File: config.mk
export PLATFORM = sky130hd
export DESIGN_NAME = ordered_list_insert_delete
export DESIGN_NICKNAME = d
export VERILOG_FILES = /design/src/design/olid_pkg.sv /design/src/design/olid_ctrl.sv /design/src/design/olid_dp.sv /design/src/design/ordered_list_insert_delete.sv
export SDC_FILE = /design/constraint.sdc
export NUM_CORES = 1
export LEC_CHECK = 0
export ABC_AREA = 0
export BUFFER_PORTS_ARGS = -buffer_cell sky130_fd_sc_hd__buf_2
export CAP_MARGIN = 10
export CORE_UTILIZATION = 45
export DETAILED_ROUTE_END_ITERATION = 10
export SETUP_SLACK_MARGIN = 0.15
export SYNTH_ARGS = -nofsm -noshare
export SYNTH_HDL_FRONTEND = slang
export SYNTH_SLANG_ARGS = --single-unit
File: constraint.sdc
create_clock -name aclk -period 7.8 [get_ports aclk]
set_input_delay 0 -clock aclk [delete_from_list [all_inputs] [get_ports aclk]]
set_output_delay 0 -clock aclk [all_outputs]
set_load 0.02 [all_outputs]
File: src/design/olid_pkg.sv
`timescale 1ns / 1ps
// Shared types and constants for the ordered list block.
// No dependencies; imported by every module of the block.
package olid_pkg;

    localparam int DEPTH  = 16;
    localparam int DATA_W = 32;
    localparam int POS_W  = 5;
    localparam int CNT_W  = $clog2(DEPTH + 1);
    localparam int IDX_W  = $clog2(DEPTH);
    localparam int CMP_W  = ((CNT_W > POS_W) ? CNT_W : POS_W) + 1;

    typedef enum logic [1:0] {
        REQ_INSERT = 2'd0,
        REQ_DELETE = 2'd1,
        REQ_READ   = 2'd2,
        REQ_NONE   = 2'd3
    } req_t;

    localparam logic [1:0] WHERE_FRONT = 2'd0;
    localparam logic [1:0] WHERE_POS   = 2'd1;
    localparam logic [1:0] WHERE_END   = 2'd2;

    typedef enum logic [1:0] {
        ST_OK    = 2'd0,
        ST_EMPTY = 2'd1,
        ST_FULL  = 2'd2,
        ST_RANGE = 2'd3
    } status_t;

    typedef enum logic {
        S_IDLE,
        S_STREAM
    } state_t;

    // Controller -> datapath
    typedef struct packed {
        logic    shift_ins;
        logic    shift_del;
        logic    idx_inc;
        logic    idx_clr;
        logic    rd_from_idx;
        logic    out_load;
        logic    out_zero;
        logic    out_last;
        status_t out_status;
    } cmd_t;

    // Datapath -> controller
    typedef struct packed {
        logic empty;
        logic full;
        logic ins_ok;
        logic del_ok;
        logic stream_last;
        logic out_free;
    } stat_t;

endpackage

File: src/design/olid_ctrl.sv
`timescale 1ns / 1ps
// Request sequencer: decodes the request and issues datapath commands.
// Depends on olid_pkg.
module olid_ctrl import olid_pkg::*; (
    input  logic       aclk,
    input  logic       aresetn,
    input  logic       s_valid,
    output logic       s_ready,
    input  logic [1:0] req_type,
    input  stat_t      stat,
    output cmd_t       cmd
);

    state_t state_reg, state_next;

    always_ff @(posedge aclk) begin
        if (!aresetn) begin
            state_reg <= S_IDLE;
        end else begin
            state_reg <= state_next;
        end
    end

    always_comb begin
        state_next = state_reg;
        s_ready    = 1'b0;
        cmd        = '0;
        cmd.out_status = ST_OK;
        unique case (state_reg)
            S_IDLE: begin
                s_ready = stat.out_free;
                if (s_valid && stat.out_free) begin
                    cmd.out_load = 1'b1;
                    cmd.out_zero = 1'b1;
                    cmd.out_last = 1'b1;
                    unique case (req_t'(req_type))
                        REQ_INSERT: begin
                            if (stat.full) begin
                                cmd.out_status = ST_FULL;
                            end else if (!stat.ins_ok) begin
                                cmd.out_status = ST_RANGE;
                            end else begin
                                cmd.shift_ins = 1'b1;
                            end
                        end
                        REQ_DELETE: begin
                            if (stat.empty) begin
                                cmd.out_status = ST_EMPTY;
                            end else if (!stat.del_ok) begin
                                cmd.out_status = ST_RANGE;
                            end else begin
                                cmd.shift_del = 1'b1;
                                cmd.out_zero  = 1'b0;
                            end
                        end
                        REQ_READ: begin
                            if (stat.empty) begin
                                cmd.out_status = ST_EMPTY;
                            end else begin
                                cmd.rd_from_idx = 1'b1;
                                cmd.out_zero    = 1'b0;
                                cmd.out_last    = stat.stream_last;
                                if (!stat.stream_last) begin
                                    cmd.idx_inc = 1'b1;
                                    state_next  = S_STREAM;
                                end
                            end
                        end
                        default: begin
                            cmd.out_status = ST_OK;
                        end
                    endcase
                end
            end
            S_STREAM: begin
                if (stat.out_free) begin
                    cmd.out_load    = 1'b1;
                    cmd.rd_from_idx = 1'b1;
                    cmd.out_last    = stat.stream_last;
                    if (stat.stream_last) begin
                        cmd.idx_clr = 1'b1;
                        state_next  = S_IDLE;
                    end else begin
                        cmd.idx_inc = 1'b1;
                    end
                end
            end
            default: begin
                state_next = S_IDLE;
            end
        endcase
    end

endmodule

File: src/design/olid_dp.sv
`timescale 1ns / 1ps
// Datapath: shifting cell file, element count, read-out index, result register.
// Depends on olid_pkg.
module olid_dp import olid_pkg::*; (
    input  logic                     aclk,
    input  logic                     aresetn,
    input  logic [1:0]               where_code,
    input  logic [POS_W-1:0]         position,
    input  logic signed [DATA_W-1:0] value,
    input  cmd_t                     cmd,
    output stat_t                    stat,
    output logic                     m_valid,
    input  logic                     m_ready,
    output logic [1:0]               m_status,
    output logic signed [DATA_W-1:0] m_data,
    output logic                     m_last
);

    logic [DATA_W-1:0] cell_reg  [DEPTH];
    logic [DATA_W-1:0] cell_next [DEPTH];
    logic [CNT_W-1:0]  count_reg, count_next;
    logic [IDX_W-1:0]  idx_reg, idx_next;
    logic              out_valid_reg;
    logic [1:0]        out_status_reg;
    logic [DATA_W-1:0] out_data_reg;
    logic              out_last_reg;

    logic [CMP_W-1:0]  cnt_x, pos_x, ins_slot_x, del_slot_x;
    logic [IDX_W-1:0]  ins_slot, del_slot, rd_addr;
    logic              ins_ok, del_ok;
    logic [DATA_W-1:0] rd_data;

    assign cnt_x = CMP_W'(count_reg);
    assign pos_x = CMP_W'(position);

    // Slot decode for insert (limit count+1) and delete (limit count)
    always_comb begin
        ins_ok     = 1'b0;
        del_ok     = 1'b0;
        ins_slot_x = '0;
        del_slot_x = '0;
        unique case (where_code)
            WHERE_FRONT: begin
                ins_ok = 1'b1;
                del_ok = 1'b1;
            end
            WHERE_END: begin
                ins_ok     = 1'b1;
                del_ok     = 1'b1;
                ins_slot_x = cnt_x;
                del_slot_x = cnt_x - CMP_W'(1);
            end
            WHERE_POS: begin
                ins_ok     = (pos_x != '0) && (pos_x <= cnt_x + CMP_W'(1));
                del_ok     = (pos_x != '0) && (pos_x <= cnt_x);
                ins_slot_x = pos_x - CMP_W'(1);
                del_slot_x = pos_x - CMP_W'(1);
            end
            default: begin
                ins_ok = 1'b0;
                del_ok = 1'b0;
            end
        endcase
    end

    assign ins_slot = ins_slot_x[IDX_W-1:0];
    assign del_slot = del_slot_x[IDX_W-1:0];
    assign rd_addr  = cmd.rd_from_idx ? idx_reg : del_slot;
    assign rd_data  = cell_reg[rd_addr];

    assign stat.empty       = (count_reg == '0);
    assign stat.full        = (count_reg == CNT_W'(DEPTH));
    assign stat.ins_ok      = ins_ok;
    assign stat.del_ok      = del_ok;
    assign stat.stream_last = (CNT_W'(idx_reg) + CNT_W'(1)) == count_reg;
    assign stat.out_free    = !out_valid_reg || m_ready;

    // Above ins_slot a cell takes its left neighbor; from del_slot, its right
    for (genvar gk = 0; gk < DEPTH; gk++) begin : g_cell
        always_comb begin
            cell_next[gk] = cell_reg[gk];
            if (cmd.shift_ins) begin
                if (IDX_W'(gk) == ins_slot) begin
                    cell_next[gk] = value;
                end else if (IDX_W'(gk) > ins_slot) begin
                    if (gk > 0) begin
                        cell_next[gk] = cell_reg[(gk > 0) ? gk - 1 : 0];
                    end
                end
            end else if (cmd.shift_del) begin
                if ((IDX_W'(gk) >= del_slot) && (gk < DEPTH - 1)) begin
                    cell_next[gk] = cell_reg[(gk < DEPTH - 1) ? gk + 1 : gk];
                end
            end
        end

        always_ff @(posedge aclk) begin
            cell_reg[gk] <= cell_next[gk];
        end
    end

    always_comb begin
        count_next = count_reg;
        if (cmd.shift_ins) begin
            count_next = count_reg + CNT_W'(1);
        end else if (cmd.shift_del) begin
            count_next = count_reg - CNT_W'(1);
        end
        idx_next = idx_reg;
        if (cmd.idx_clr) begin
            idx_next = '0;
        end else if (cmd.idx_inc) begin
            idx_next = idx_reg + IDX_W'(1);
        end
    end

    always_ff @(posedge aclk) begin
        if (!aresetn) begin
            count_reg     <= '0;
            idx_reg       <= '0;
            out_valid_reg <= 1'b0;
        end else begin
            count_reg <= count_next;
            idx_reg   <= idx_next;
            if (cmd.out_load) begin
                out_valid_reg <= 1'b1;
            end else if (m_ready) begin
                out_valid_reg <= 1'b0;
            end
        end
    end

    always_ff @(posedge aclk) begin
        if (cmd.out_load) begin
            out_status_reg <= cmd.out_status;
            out_data_reg   <= cmd.out_zero ? '0 : rd_data;
            out_last_reg   <= cmd.out_last;
        end
    end

    assign m_valid  = out_valid_reg;
    assign m_status = out_status_reg;
    assign m_data   = out_data_reg;
    assign m_last   = out_last_reg;

endmodule

File: src/design/ordered_list_insert_delete.sv
`timescale 1ns / 1ps
// Top level of the ordered list block: sequencer plus datapath.
// Depends on olid_pkg, olid_ctrl and olid_dp.
//
//  Channel | Direction | Ports                                      | Handshake
//  s_      | in        | s_req_type s_where s_position s_value      | s_valid / s_ready
//  m_      | out       | m_status m_data m_last                     | m_valid / m_ready
//
// Insert, delete, unused codes: one item per cycle unless stalled, one result each.
// Read out: one listed element per cycle unless stalled; the single
// read port of the cell file and the result register set that pace.
// Reset (aresetn low, synchronous) clears the count, index and result valid;
// cell contents are left as they are and never read before being written.
// A held result stalls the block; the next item is taken in the cycle that
// result leaves, and none is taken while a read out is streaming.
module ordered_list_insert_delete import olid_pkg::*; (
    input  logic                     aclk,
    input  logic                     aresetn,
    input  logic                     s_valid,
    output logic                     s_ready,
    input  logic [1:0]               s_req_type,
    input  logic [1:0]               s_where,
    input  logic [POS_W-1:0]         s_position,
    input  logic signed [DATA_W-1:0] s_value,
    output logic                     m_valid,
    input  logic                     m_ready,
    output logic [1:0]               m_status,
    output logic signed [DATA_W-1:0] m_data,
    output logic                     m_last
);

    cmd_t  cmd;
    stat_t stat;

    // Sequencer: decode the request, walk the list during a read out
    olid_ctrl u_ctrl (
        .aclk     (aclk),
        .aresetn  (aresetn),
        .s_valid  (s_valid),
        .s_ready  (s_ready),
        .req_type (s_req_type),
        .stat     (stat),
        .cmd      (cmd)
    );

    // Datapath: shift cells, track count, hold the result item
    olid_dp u_dp (
        .aclk       (aclk),
        .aresetn    (aresetn),
        .where_code (s_where),
        .position   (s_position),
        .value      (s_value),
        .cmd        (cmd),
        .stat       (stat),
        .m_valid    (m_valid),
        .m_ready    (m_ready),
        .m_status   (m_status),
        .m_data     (m_data),
        .m_last     (m_last)
    );

    // Insert into a full list must report full and change nothing
    a_full_insert: assert property (@(posedge aclk) disable iff (!aresetn)
        (s_valid && s_ready && (s_req_type == REQ_INSERT) && stat.full)
        |=> (m_valid && (m_status == ST_FULL) && m_last && stat.full))
        else $error("insert into full list not reported");

    // Delete from an empty list must report empty with zero data
    a_empty_delete: assert property (@(posedge aclk) disable iff (!aresetn)
        (s_valid && s_ready && (s_req_type == REQ_DELETE) && stat.empty)
        |=> (m_valid && (m_status == ST_EMPTY) && (m_data == '0) && stat.empty))
        else $error("delete from empty list not reported");

    // No new item while a read out is still mid-stream
    a_stream_blocks: assert property (@(posedge aclk) disable iff (!aresetn)
        (m_valid && !m_last) |-> !s_ready)
        else $error("item accepted during read out");

endmodule
=== Word-level counts from Yosys, hierarchy flattened ===
Memories as Yosys holds them, arrays and structs flattened. A register that Yosys moved wholly into a read port is not among the register bits.
Index checks and enable logic that the tools add are counted.

* Register bits: 14
* Bits in writable memories: 512
* Input bits: 45
* Output and inout bits: 37
* Word-level logic and storage cells: 208
* Memories: 1

{| class="wikitable"
|+ Memories
! name !! words !! bits a word !! read ports !! clocked after memory_dff !! write ports !! line !! source
|-
| u_dp.cell_reg || 16 || 32 || 17 || 1 || 16 || olid_dp.sv:19 || <nowiki>logic [DATA_W-1:0] cell_reg [DEPTH];</nowiki>
|}

* $add $sub $neg: 7
* Order comparisons: 32
* Eq/ne operators: 21
* Mux-type cells: 123
* Bitwise logic cells: 3
* Reductions and logical operators: 15

{| class="wikitable"
|+ Operators by type and width
! operator !! count
|-
| 32-bit two-way mux || 77
|-
| 4-bit equality test (first input constant) || 8
|-
| 4-bit > comparator (first input constant) || 8
|-
| 4-bit >= comparator (first input constant) || 7
|-
| 1-bit two-way mux || 24
|-
| 3-bit by 4-bit equality test with 1-bit output (first input constant) || 4
|-
| 3-bit by 4-bit >= comparator with 1-bit output (first input constant) || 4
|-
| 3-bit by 4-bit > comparator with 1-bit output (first input constant) || 4
|-
| 4-bit one-hot mux with 2 select lines || 2
|-
| 2-bit two-way mux || 6
|-
| 1-bit one-hot mux with 2 select lines || 6
|-
| 5-bit two-way mux || 2
|-
| 2-bit by 4-bit equality test with 1-bit output (first input constant) || 2
|-
| 1-bit by 4-bit >= comparator with 1-bit output (first input constant) || 2
|-
| 2-bit by 4-bit >= comparator with 1-bit output (first input constant) || 2
|-
| 2-bit by 4-bit > comparator with 1-bit output (first input constant) || 2
|-
| 4-bit two-way mux || 2
|-
| 4-bit by 1-bit subtractor with 4-bit output (second input constant) || 2
|-
| 5-bit by 1-bit adder with 6-bit output (second input constant) || 1
|-
| 5-bit by 6-bit less-or-equal comparator with 1-bit output || 1
|-
| 6-bit two-way mux || 1
|-
| 2-bit one-hot mux with 3 select lines || 1
|-
| 6-bit nonzero test || 1
|-
| 2-bit OR reduction || 3
|-
| other kinds (21) || 29
|}

=== Depth between registers and ports, before layout ===
* Depth in word-level cells: 11
* Mapped depth: 20
* Mapped depth without buffers: 16

=== Cells and area by module ===
From an unflattened synthesis, not the netlist that was laid out.

* Cell total of the unflattened synthesis: 3366
* Area, all modules: 33540.9 um^2

{| class="wikitable"
|+ Modules (own cells, without submodules)
! module !! instances !! cells each !! area each (um^2) !! seq. area each (um^2)
|-
| olid_dp || 1 || 3332 || 33279.4 || 16625.9
|-
| olid_ctrl || 1 || 34 || 261.5 || 20.0
|}

=== Least setup slack after synthesis ===
Ideal clock, no wire load.

* Path type: reg-to-reg
* Start point: reg u_dp.count_reg[0] (netlist name)
* End point: mem u_dp.cell_reg[3][0] (enable)
* Library setup time: 0.466 ns
* Arrival time: 4.990 ns
* Data required time: 7.334 ns
* Setup slack: 2.345 ns
* Stages on the path, launching flop included: 10
* Buffers on the path: 2
* Clock period less this slack: 5.455 ns
* Path through: dfxtp_1 > clkbuf_1 > inv_1 > ha_1 > o41a_1 > o21ai_0 > or4b_2 > or3_1 > clkbuf_1 > o21ai_0

{| class="wikitable"
|+ RTL lines
! what !! line
|-
| end, declared || olid_dp.sv:19
|}

==> impl_metrics.env <==
export IMPL_status="complete, no violations"
export IMPL_skew_ns=0.03682
export IMPL_critical_path_class="reg2reg"
export IMPL_vias_per_cell=6.313
export IMPL_io_buffers=81
export IMPL_wl_met2_um=46790
export IMPL_area_delta_synth_final_pct=11.59
export IMPL_setup_viol=0
export IMPL_synth_edff_count=547
export IMPL_grt_util_all_layers_pct=27.94
export IMPL_grt_max_degree=265
export IMPL_async_reset_ff_share_pct=0
export IMPL_multi_input_area_sq_um=15200
export IMPL_synth_most_common_cell="nand2_1"
export IMPL_antenna_left=0
export IMPL_rsz0062_at_grt="no"
export IMPL_synth_top_cell_area_share_pct=50.45
export IMPL_synthCells=2918
export IMPL_fin_nets=2980
export IMPL_synth_common_cells="639 x nand2_1, 547 x edfxtp_1, 486 x mux2i_1"
export IMPL_row_count=98
export IMPL_path_delay_family="buffers and inverters"
export IMPL_synth_warnings=0
export IMPL_pre_cts_slack_ns=3.050
export IMPL_first_pass_iters=6
export IMPL_grt_pass1_vias=23670
export IMPL_p_comb_share_pct=12.8
export IMPL_vias=24640
export IMPL_cts_tree="done"
export IMPL_wl_met3_um=8149
export IMPL_hp_class="in2reg"
export IMPL_insertion_delay_ns=0.61
export IMPL_arrival_ns=5.15
export IMPL_postSynthAreaPerCell_sq_um=11.16
export IMPL_netlist_cell_type_count=65
export IMPL_cp_slowest_stage_delay_ns=0.70
export IMPL_p_seq_share_pct=46.8
export IMPL_max_freq_mhz=206.6
export IMPL_drv_cap=0
export IMPL_cp_end_kind="flip-flop"
export IMPL_ys_top_cells_by_area="edfxtp_1 50%, mux2i_1 15%, nand2_1 7.4%"
export IMPL_finalWirelength_um=104600
export IMPL_setup_tns_ns=0
export IMPL_seq_area_sq_um=16650
export IMPL_fin_ws_ns=2.959
export IMPL_swShare_pct=26.37
export IMPL_syn_nets=2991
export IMPL_synth_flop_cell="edfxtp_1"
export IMPL_root_buffer="clkbuf_16"
export IMPL_netlist_area_sq_um=32560
export IMPL_peakVddDrop_mv=0.1253
export IMPL_synth_top_area_cell="edfxtp_1"
export IMPL_postPlaceCellArea_sq_um=33910
export IMPL_finalInstanceArea_sq_um=36330
export IMPL_clkTransAtPathRegs_ns=0.06
export IMPL_internal_power_uw=5482
export IMPL_drt_iter0_drc=2719
export IMPL_p_sw_uw=1963
export IMPL_core_area_sq_um=71490
export IMPL_wl_per_cell_um=26.79
export IMPL_io_pins=82
export IMPL_fillerInstances=6293
export IMPL_power_density_nw_per_um2=204.9
export IMPL_cts_buffers_inserted=66
export IMPL_maxSlewViolCount=0
export IMPL_grt_first_pass_wirelength_um=154200
export IMPL_hold_viol=0
export IMPL_die_w_um=271.0
export IMPL_clk_path_buf_depth=3
export IMPL_final_period_utilization_pct=62.06
export IMPL_maxSlewHeadroom_pct=25.55
export IMPL_place_gp_congestion=0.8541
export IMPL_drc=0
export IMPL_synth_seq_cells=558
export IMPL_path_cells="ha_1, nand3_1, xnor2_1, ha_1, nand3_1, o21bai_1, a21o_1, a21o_4, inv_8, buf_4, buf_4, o21ai_0"
export IMPL_fin_crit_ns=4.841
export IMPL_dieArea_sq_um=73440
export IMPL_start_kind="flip-flop"
export IMPL_cp_num_buf_inv=3
export IMPL_largest_reg_flops=512
export IMPL_finalPower_uw=7445
export IMPL_cts_htree_levels=3
export IMPL_met1_length_um=46350
export IMPL_dp_hpwl_um=58080
export IMPL_clkPwrFrac_pct=40.4
export IMPL_antenna_found_initial=5
export IMPL_seq_area_frac_synth_pct=51.12
export IMPL_p_leak_uw=0.01474
export IMPL_critical_path_slowest_cell="buf_4"
export IMPL_required_ns=8.11
export IMPL_drive_above_1_share_pct=13.55
export IMPL_overflow=0
export IMPL_worstMarginPinSlew_ns=1.105
export IMPL_cts_sinks=558
export IMPL_path_max_fanout=118
export IMPL_initial_core_util_pct=45.55
export IMPL_topRoutingLayerUsed="met5"
export IMPL_die_height_um=271.0
[through the flow]
stage          instances  hold slack [ns]  util, %
6_report            3903           0.1538    50.83
5_1_grt             3901           0.1742    50.82
4_1_cts             3901           0.1247    50.82
3_5_place_dp        3749           0.3240    47.43
3_3_place_gp        3749           0.3180    47.43
2_1_floorplan       2918           0.1272        -
[per-layer routing]
layer  track usage [%]  vias to the layer above
met5                 0                        -
met2             42.29                     1156
met3             4.376                      198
met4             9.634                        8
li1                  -                    10900
met1             40.60                    12380
[power by group through the flow]
stage / logic [uW] / registers [uW] / clock network, uW
floorplan: 556 / 3550 / 0
global placement: 906 / 3540 / 0
detailed placement: 922 / 3540 / 0
CTS: 944 / 3480 / 3040
global route: 1010 / 3490 / 3140
finish: 956 / 3480 / 3010
[worst register-to-register path: stages, from the launching register on]
cell	delay, ns
dfxtp_1	0.57
ha_1	0.28
nand3_1	0.11
xnor2_1	0.18
ha_1	0.30
nand3_1	0.09
o21bai_1	0.16
a21o_1	0.19
a21o_4	0.40
inv_8	0.58
buf_4	0.70
buf_4	0.75
o21ai_0	0.25
[final timing paths]
kind / slack, ns / to / cells after the start / startpoint
worst max register to register: 2.96 / u_dp.cell_reg[14][25] / 12 / u_dp.count_reg[0]
worst min-delay path: 0.15 / u_dp.m_last / 3 / s_req_type[1]
worst min register to register: 0.54 / u_dp.cell_reg[14][29] / 2 / u_dp.cell_reg[15][29]
worst max-delay path: 2.96 / u_dp.cell_reg[14][25] / 12 / u_dp.count_reg[0]
[area by class of cell]
cell class	instances	share of cell area [%]
Antenna cell	2	0.01377
Clock buffer	82	4.886
Clock inverter	30	0.6818
Inverter	20	0.2273
Multi-Input combinational cell	2090	41.82
Sequential cell	558	45.81
Tap cell	950	3.271
Timing Repair Buffer	171	3.285
[timing repair]
action,CTS,global route
hold buffers,40,0
setup buffers,0,0
resized for setup,0,0
hold endpoints to repair,347,0
[placed cells by master (no fill, tap or decap), types with 3 or more instances in the layout]
cell type,Yosys,routed
a21o_1,7,6
a21oi_1,24,22
a22oi_1,35,34
a31oi_4,1,7
a32o_1,31,31
and2_1,5,4
buf_2,40,81
buf_4,0,49
bufinv_16,0,4
clkbuf_1,182,13
clkbuf_16,0,69
clkinv_1,2,13
clkinv_2,0,10
dfxtp_1,11,11
dlygate4sd3_1,0,40
edfxtp_1,547,547
ha_1,27,27
inv_1,18,18
mux2_2,94,94
mux2i_1,486,486
mux4_1,32,32
mux4_2,32,32
nand2_1,639,634
nand2_2,0,5
nand2b_1,10,9
nand3_1,18,11
nand3_4,0,7
nor2_1,23,19
nor2_4,0,4
nor2b_1,8,8
nor3_1,16,14
o2111ai_1,3,3
o211ai_1,3,3
o21ai_0,462,460
o22ai_1,36,31
o22ai_4,0,5
o31ai_1,34,34
xnor2_1,11,11
xor2_1,3,3
[cell families after synthesis]
kind of cell               after synthesis  synth area share [%]
xor gates and xnor gates                14                0.3766
adders and majority gates               28                 1.099
muxes                                  644                 22.99
and+or+nand+nor                        742                 9.192
buffers and inverters                  270                 3.451
AOI/OAI and AO/OA                      662                 11.77
DFF                                    558                 51.12
(Power assumes the default switching activity.)
